## src/rtc3w_pkg.sv

```systemverilog
`default_nettype none

package rtc3w_pkg;

    localparam logic [5:0] FRAME_BITS = 6'd52;

    localparam logic [2:0] PH_IDLE    = 3'd0;
    localparam logic [2:0] PH_OPEN    = 3'd1;
    localparam logic [2:0] PH_PRESENT = 3'd2;
    localparam logic [2:0] PH_RISE    = 3'd3;
    localparam logic [2:0] PH_FALL    = 3'd4;
    localparam logic [2:0] PH_CLOSE   = 3'd5;

    localparam logic [1:0] ACT_TICK  = 2'd0;
    localparam logic [1:0] ACT_READ  = 2'd1;
    localparam logic [1:0] ACT_WRITE = 2'd2;

    localparam int PIN_CE    = 0;
    localparam int PIN_WR    = 1;
    localparam int PIN_CLK   = 2;
    localparam int PIN_DOUT  = 3;
    localparam int PIN_DRIVE = 4;

    typedef struct packed {
        logic [1:0] action;
        logic       data_in;
        logic [6:0] set_seconds;
        logic [6:0] set_minutes;
        logic [6:0] set_hours;
        logic [3:0] set_weekday;
        logic [6:0] set_date;
        logic [6:0] set_month;
        logic [6:0] set_year;
    } rtc3w_cmd_t;

    typedef struct packed {
        logic [4:0] pins;
        logic       done_res;
        logic [6:0] seconds;
        logic [6:0] minutes;
        logic [5:0] hours;
        logic [2:0] weekday;
        logic [5:0] date;
        logic [4:0] month;
        logic [7:0] year;
        logic       running;
    } rtc3w_res_t;

    typedef struct packed {
        logic [4:0]  pins;
        logic        done_res;
        logic [51:0] read_time;
    } rtc3w_step_t;

    // binary to BCD, v / 10 as (v * 205) >> 11
    function automatic logic [7:0] to_bcd(input logic [6:0] v);
        logic [14:0] prod;
        logic [3:0]  tens;
        begin
            prod = 15'(v) * 15'd205;
            tens = prod[14:11];
            return 8'(8'(v) + 8'(tens) * 8'd6);
        end
    endfunction

    function automatic logic [7:0] from_bcd(input logic [7:0] v);
        begin
            return 8'(v - 8'(v[7:4]) * 8'd6);
        end
    endfunction

endpackage

`default_nettype wire

```

## src/rtc3w_encode.sv

```systemverilog
`default_nettype none

module rtc3w_encode
    import rtc3w_pkg::*;
(
    input  wire rtc3w_cmd_t  cmd,
    output logic [51:0]      frame
);

    logic [7:0] sec_bcd;
    logic [7:0] min_bcd;
    logic [7:0] hr_bcd;
    logic [7:0] wd_bcd;
    logic [7:0] date_bcd;
    logic [7:0] mon_bcd;
    logic [7:0] yr_bcd;

    always_comb
    begin
        sec_bcd  = to_bcd(cmd.set_seconds);
        min_bcd  = to_bcd(cmd.set_minutes);
        hr_bcd   = to_bcd(cmd.set_hours);
        wd_bcd   = to_bcd(7'(cmd.set_weekday));
        date_bcd = to_bcd(cmd.set_date);
        mon_bcd  = to_bcd(cmd.set_month);
        yr_bcd   = to_bcd(cmd.set_year);
        frame    = {yr_bcd, 1'b0, mon_bcd[6:0], date_bcd, wd_bcd[3:0],
                    hr_bcd, min_bcd, sec_bcd};
    end

endmodule

`default_nettype wire

```

## src/rtc3w_format.sv

```systemverilog
`default_nettype none

module rtc3w_format
    import rtc3w_pkg::*;
(
    input  wire rtc3w_step_t step,
    input  wire              output_binary,
    output rtc3w_res_t       res
);

    logic [7:0] sec_raw;
    logic [7:0] min_raw;
    logic [7:0] hr_raw;
    logic [7:0] wd_raw;
    logic [7:0] date_raw;
    logic [7:0] mon_raw;
    logic [7:0] yr_raw;
    logic [7:0] sec_v;
    logic [7:0] min_v;
    logic [7:0] hr_v;
    logic [7:0] wd_v;
    logic [7:0] date_v;
    logic [7:0] mon_v;
    logic [7:0] yr_v;

    always_comb
    begin
        sec_raw  = {1'b0, step.read_time[6:0]};
        min_raw  = {1'b0, step.read_time[14:8]};
        hr_raw   = {2'b0, step.read_time[21:16]};
        wd_raw   = {5'b0, step.read_time[26:24]};
        date_raw = {2'b0, step.read_time[33:28]};
        mon_raw  = {3'b0, step.read_time[40:36]};
        yr_raw   = step.read_time[51:44];

        sec_v  = output_binary ? from_bcd(sec_raw)  : sec_raw;
        min_v  = output_binary ? from_bcd(min_raw)  : min_raw;
        hr_v   = output_binary ? from_bcd(hr_raw)   : hr_raw;
        wd_v   = output_binary ? from_bcd(wd_raw)   : wd_raw;
        date_v = output_binary ? from_bcd(date_raw) : date_raw;
        mon_v  = output_binary ? from_bcd(mon_raw)  : mon_raw;
        yr_v   = output_binary ? from_bcd(yr_raw)   : yr_raw;

        res.pins     = step.pins;
        res.done_res = step.done_res;
        res.seconds  = sec_v[6:0];
        res.minutes  = min_v[6:0];
        res.hours    = hr_v[5:0];
        res.weekday  = wd_v[2:0];
        res.date     = date_v[5:0];
        res.month    = mon_v[4:0];
        res.year     = yr_v;
        res.running  = ~step.read_time[7];
    end

endmodule

`default_nettype wire

```

## src/rtc3w_core.sv

```systemverilog
`default_nettype none

module rtc3w_core
    import rtc3w_pkg::*;
(
    input  wire              clk,
    input  wire              rst_n,
    input  wire              advance,
    input  wire rtc3w_cmd_t  cmd,
    output rtc3w_step_t      step
);

    logic [2:0]  phase_reg;
    logic [2:0]  phase_next;
    logic        is_write_reg;
    logic        is_write_next;
    logic [5:0]  bit_index_reg;
    logic [5:0]  bit_index_next;
    logic [51:0] frame_reg;
    logic [51:0] frame_next;
    logic [4:0]  pins_reg;
    logic [4:0]  pins_next;
    logic [51:0] read_time_reg;
    logic [51:0] read_time_next;
    logic        done;
    logic        busy;
    logic [51:0] enc_frame;

    rtc3w_encode u_encode
    (
        .cmd   (cmd),
        .frame (enc_frame)
    );

    always_comb
    begin
        phase_next     = phase_reg;
        is_write_next  = is_write_reg;
        bit_index_next = bit_index_reg;
        frame_next     = frame_reg;
        pins_next      = pins_reg;
        read_time_next = read_time_reg;
        done           = 1'b0;
        busy           = phase_reg inside {[PH_OPEN:PH_CLOSE]};

        if (advance)
        begin
            if (cmd.action == ACT_READ || cmd.action == ACT_WRITE)
            begin
                if (!busy)
                begin
                    is_write_next  = (cmd.action == ACT_WRITE);
                    bit_index_next = '0;
                    phase_next     = PH_OPEN;
                    pins_next      = '0;
                    if (cmd.action == ACT_WRITE)
                    begin
                        frame_next            = enc_frame;
                        pins_next[PIN_WR]     = 1'b1;
                        pins_next[PIN_DRIVE]  = 1'b1;
                    end
                    else
                    begin
                        frame_next = '0;
                    end
                end
            end
            else if (cmd.action == ACT_TICK)
            begin
                case (phase_reg)
                    PH_OPEN:
                    begin
                        pins_next[PIN_CE] = 1'b1;
                        phase_next        = PH_PRESENT;
                    end
                    PH_PRESENT:
                    begin
                        pins_next[PIN_CLK]  = 1'b0;
                        pins_next[PIN_DOUT] = is_write_reg && (bit_index_reg < FRAME_BITS)
                                              && frame_reg[bit_index_reg];
                        phase_next          = PH_RISE;
                    end
                    PH_RISE:
                    begin
                        pins_next[PIN_CLK] = 1'b1;
                        phase_next         = PH_FALL;
                    end
                    PH_FALL:
                    begin
                        pins_next[PIN_CLK] = 1'b0;
                        if (!is_write_reg && (bit_index_reg < FRAME_BITS) && cmd.data_in)
                        begin
                            frame_next[bit_index_reg] = 1'b1;
                        end
                        bit_index_next = bit_index_reg + 6'd1;
                        phase_next     = (bit_index_next >= FRAME_BITS) ? PH_CLOSE : PH_PRESENT;
                    end
                    PH_CLOSE:
                    begin
                        pins_next = '0;
                        if (!is_write_reg)
                        begin
                            read_time_next = frame_reg;
                        end
                        done       = 1'b1;
                        phase_next = PH_IDLE;
                    end
                    default:
                    begin
                        phase_next = PH_IDLE;
                    end
                endcase
            end
        end

        step.pins      = pins_next;
        step.done_res  = done;
        step.read_time = read_time_next;
    end

    always_ff @(posedge clk or negedge rst_n)
    begin
        if (!rst_n)
        begin
            phase_reg     <= PH_IDLE;
            is_write_reg  <= 1'b0;
            bit_index_reg <= '0;
            frame_reg     <= '0;
            pins_reg      <= '0;
            read_time_reg <= '0;
        end
        else
        begin
            phase_reg     <= phase_next;
            is_write_reg  <= is_write_next;
            bit_index_reg <= bit_index_next;
            frame_reg     <= frame_next;
            pins_reg      <= pins_next;
            read_time_reg <= read_time_next;
        end
    end

endmodule

`default_nettype wire

```

## src/three_wire_rtc_time_transfer.sv

```systemverilog
// Channel  Direction  Handshake                  Payload
// command  in         cmd_valid / cmd_ready      cmd (rtc3w_cmd_t)
// result   out        res_valid / res_ready      res (rtc3w_res_t)
// config   in         cfg_we, no wait            cfg_data (output_binary)
//
// One result per command transfer; a command passes through the input register, then the result register.
// Sustained rate is one command per cycle while results are taken, set by the single pass of
// the sequencer between the two registers.
// Reset puts the sequencer idle, all pins low and not driving, read time zero.
// A stalled result holds; one further command is taken into the input register meanwhile.
`default_nettype none

module three_wire_rtc_time_transfer
    import rtc3w_pkg::*;
(
    input  wire              clk,
    input  wire              rst_n,
    input  wire              cmd_valid,
    output logic             cmd_ready,
    input  wire rtc3w_cmd_t  cmd,
    output logic             res_valid,
    input  wire              res_ready,
    output rtc3w_res_t       res,
    input  wire              cfg_we,
    input  wire              cfg_data
);

    logic        in_valid_reg;
    logic        in_valid_next;
    rtc3w_cmd_t  in_data_reg;
    logic        out_valid_reg;
    logic        out_valid_next;
    rtc3w_res_t  out_data_reg;
    logic        binary_reg;
    logic        advance;
    rtc3w_step_t step;
    rtc3w_res_t  res_next;

    assign advance   = in_valid_reg && (!out_valid_reg || res_ready);
    assign cmd_ready = !in_valid_reg || advance;

    always_comb
    begin
        in_valid_next = in_valid_reg;
        if (cmd_valid && cmd_ready)
        begin
            in_valid_next = 1'b1;
        end
        else if (advance)
        begin
            in_valid_next = 1'b0;
        end

        out_valid_next = out_valid_reg;
        if (advance)
        begin
            out_valid_next = 1'b1;
        end
        else if (res_ready)
        begin
            out_valid_next = 1'b0;
        end
    end

    rtc3w_core u_core
    (
        .clk     (clk),
        .rst_n   (rst_n),
        .advance (advance),
        .cmd     (in_data_reg),
        .step    (step)
    );

    rtc3w_format u_format
    (
        .step          (step),
        .output_binary (binary_reg),
        .res           (res_next)
    );

    always_ff @(posedge clk or negedge rst_n)
    begin
        if (!rst_n)
        begin
            in_valid_reg  <= 1'b0;
            out_valid_reg <= 1'b0;
            binary_reg    <= 1'b0;
        end
        else
        begin
            in_valid_reg  <= in_valid_next;
            out_valid_reg <= out_valid_next;
            if (cfg_we)
            begin
                binary_reg <= cfg_data;
            end
        end
    end

    always_ff @(posedge clk)
    begin
        if (cmd_valid && cmd_ready)
        begin
            in_data_reg <= cmd;
        end
        if (advance)
        begin
            out_data_reg <= res_next;
        end
    end

    assign res_valid = out_valid_reg;
    assign res       = out_data_reg;

    a_advance_fills: assert property (@(posedge clk) disable iff (!rst_n)
        advance |=> res_valid)
        else $error("result register not loaded after advance");

    a_done_pins_low: assert property (@(posedge clk) disable iff (!rst_n)
        res_valid && res.done_res |-> res.pins == 5'd0)
        else $error("pins not released at frame close");

    a_read_no_drive: assert property (@(posedge clk) disable iff (!rst_n)
        res_valid && !res.pins[PIN_WR] |-> !res.pins[PIN_DRIVE])
        else $error("data pin driven outside a write frame");

    a_clk_needs_ce: assert property (@(posedge clk) disable iff (!rst_n)
        res_valid && res.pins[PIN_CLK] |-> res.pins[PIN_CE])
        else $error("clock raised without chip enable");

endmodule

`default_nettype wire

```

## config.mk

```make
export PLATFORM = sky130hd
export DESIGN_NAME = three_wire_rtc_time_transfer
export DESIGN_NICKNAME = d
export VERILOG_FILES = /design/src/rtc3w_pkg.sv /design/src/rtc3w_encode.sv /design/src/rtc3w_format.sv /design/src/rtc3w_core.sv /design/src/three_wire_rtc_time_transfer.sv
export SDC_FILE = /design/constraint.sdc
export NUM_CORES = 1
export LEC_CHECK = 0
export BUFFER_PORTS_ARGS = -buffer_cell sky130_fd_sc_hd__buf_2
export CAP_MARGIN = 20
export CORE_AREA = 10 10 189 191
export CTS_CLUSTER_SIZE = 25
export DETAILED_ROUTE_END_ITERATION = 10
export DIE_AREA = 0 0 199 201
export GPL_TIMING_DRIVEN = 0
export PLACE_DENSITY = 0.83
export SLEW_MARGIN = 5
export SYNTH_ARGS = -nofsm -noshare
export SYNTH_HDL_FRONTEND = slang
export SYNTH_SLANG_ARGS = --single-unit
export TNS_END_PERCENT = 100
```

## constraint.sdc

```tcl
create_clock -name clk -period 17.05 [get_ports clk]
set_input_delay 3.41 -clock clk [delete_from_list [all_inputs] [get_ports clk]]
set_output_delay 3.41 -clock clk [all_outputs]
set_load 0.01 [all_outputs]
```

==> impl_metrics.ini <==
[outcome]
status = finished clean

[yosys]
synthesis.area_mm2 = 0.01739
async_flop_share_pct = 53.55
syn_inst = 1649
synth.distinct_cells = 65
synthFlopType = dfrtp_1
netlist_top_cells_area = ha_1 (23%), edfxtp_1 (17%), dfrtp_1 (16%), fa_1 (8.1%), a21oi_1 (4.7%)
avgSynthCellArea_um2 = 10.55
synth_top_area_cell = ha_1
synth_edf_count = 98
ys_ff_latch = 211
ys_seq_area_share_pct = 33.18
yosys_warnings = 0
synth_top_area_share_pct = 23.31
synthesis.nets = 2098

[critical_path]
critPathLaunchType = input port
cp_top_family = buffers and inverters
max_stage_delay_ns = 0.15
end_kind = output pin
slowest_stage = buf_2
cpMostUsedCell = buf_2
critPathRequiredTime_ns = 13.64
reg2reg_depth = 23
critical_path.max_fanout = 3
cp.arrival_ns = 3.85
r2r_slack_ns = 10.94
r2r-start = in_data_reg[29]
critPathBufInv = 2
worstPathCellList = buf_2 -> nor2b_1 -> nand2_1 -> buf_2
crit_type = in -> out
reg2reg_to = u_core.frame_reg[22]

[clocking]
cts-buffers-inserted = 26
cts_root_buf = clkbuf_16
path_clk_slew_ns = 0.06
cts_tree = built
cts.htree.levels = 1
clk_path_buf_depth = 3
ctsResizeCount = 0
clock_latency_ns = 0.56
numClockSinks = 211
cts_setup_buffers = 0
cts_hold_buffers = 0

[pwr]
vdd_drop_max_mv = 0.08949
p_total_w = 0.002668
power_density_mw_per_mm2 = 137.0
p_leak_nw = 10.08

[route]
post_drt_via_cell_ratio = 5.730
totalWireLength_um = 40820
wl_per_cell_um = 18.43
drc = 0
ant_nets = 0
drtIter0Drc = 821
vias = 12693
dr.pass1.iters = 5

[place]
gp_congestion = 1.009
hpwl_um = 32100
place.port_buffers = 105

[global_route]
antenna_found_initial = 0
overflow = 0
track_usage_pct = 20.59
grt_max_degree = 62
first_global_vias = 13424
grt_pass1_wl_um = 67470

[floorplan]
core_area_mm2 = 0.03204
dieWidth_um = 199
die_area_mm2 = 0.04000
fp-row-count = 66
initial_utilization_pct = 54.29
ioPinCount = 106
die_h_um = 201

[sta]
final-max-slew-violation-count = 0
period_minus_slack_ns = 7.257
setup_viol = 0
fin_crit_sh_pct = 42.57
fmax_mhz = 137.8
worst_slew_pin_slew_ns = 1.218
final.setup.tns_ns = 0
rsz0062_at_grt = false
slew_headroom_pct = 18.20
hold_violations = 0
worst_clock_skew_ns = 0.01856

[hold_path]
hold_depth = 2
hold_start = u_core.read_time_reg[7]
hold_path.class = reg -> reg
holdPathEnd = u_core.read_time_reg[7]

[finish]
nets = 2236
largest_reg_flops = 52
layout_common_cells = ha_1 (324), inv_1 (218), a21oi_1 (165)
final_common_cell = ha_1
drive_gt1_share_pct = 12.56
antenna_cells = 0
fillers = 2557
areaGrowthSynthToFinish_pct = 11.96

[job]
drv_cap = 0
[power by group]
part	switching (W)	leakage, nW	internal [W]
registers	0.0000922	2.44	0.000630
clock network	0.000227	0.472	0.000380
logic	0.000731	7.17	0.000608
[Yosys cell counts (7+ instances only)]
cell type  count
a21o_1        72
o21ai_0       42
clkbuf_1      30
nand3_1       15
nand2_1       48
nor2b_1       24
mux2i_1       34
inv_1        219
fa_1          70
mux4_2         7
and3_1         7
xnor2_1       49
o21a_1        11
a21oi_1      165
dfrtp_1      113
or2_2          9
ha_1         324
xor2_1        43
mux2_2        30
nand2b_1      18
nor2_1        76
o21bai_1       8
buf_2         17
nor3_1        22
edfxtp_1      98
a211oi_1       7
[stage by stage]
stage                     std cells  hold slack [ns]  worst slack (ns)  cell area, um2  utilization (%)
after floorplan                1649           0.4464             10.03           17390                -
after global placement         2162           0.4661             9.611           18430            57.52
after detailed placement       2166           0.4785             9.492           18510            57.78
after CTS                      2214           0.4890             9.790           19470            60.75
after global routing           2215           0.5048             9.708           19470            60.78
final                          2215           0.4833             9.793           19470            60.78
[routing by layer]
layer  routed length [um]  global-route usage, %  share of wire (%)  vias to the layer above
met3                 2654                  3.772                6.5                      105
met1                17210                  25.86                 42                     6182
met4                 1481                  7.850                3.6                        0
li1                     -                      -                  -                     6027
met2                19470                  34.33                 48                      379
met5                    0                      0                  0                        -
[worst max-delay path by stage]
| stage | startpoint | endpoint | slack, ns | cells past startpoint |
|---|---|---|---|---|
| after floorplan | res_ready | cmd_ready | 10.03 | 2 |
| after global placement | res_ready | res[7] | 9.61 | 17 |
| after detailed placement | res_ready | res[7] | 9.49 | 17 |
| after CTS | res_ready | cmd_ready | 9.79 | 4 |
| after global routing | res_ready | cmd_ready | 9.71 | 4 |
| final | res_ready | cmd_ready | 9.79 | 4 |
[worst min-delay path, cell delays in order, from the launching register on]
cell	delay, ns
dfrtp_1	0.32
mux2i_1	0.08
inv_1	0.05
[layout make-up]
class | count | area [um2] | area share (%)
Inverter | 219 | 822.0 | 4.221
Buffer | 52 | 220.2 | 1.131
Clock buffer | 33 | 728.2 | 3.739
Sequential cell | 211 | 5771 | 29.63
Tap cell | 408 | 510.5 | 2.621
Clock inverter | 15 | 225.2 | 1.157
Multi-Input combinational cell | 1167 | 10580 | 54.34
Timing Repair Buffer | 110 | 614.3 | 3.155
[cell families after synthesis]
family                   after synthesis  synth area share (%)
buffers and inverters                271                 5.992
XOR/XNOR                              92                 4.632
adder cells (fa/ha/maj)              394                 31.36
AO/OA/AOI/OAI                        364                 12.96
flip-flops                           211                 33.18
AND/OR/NAND/NOR                      243                 6.833
multiplexers                          74                 5.042
Power figures use the tool's default switching activity.
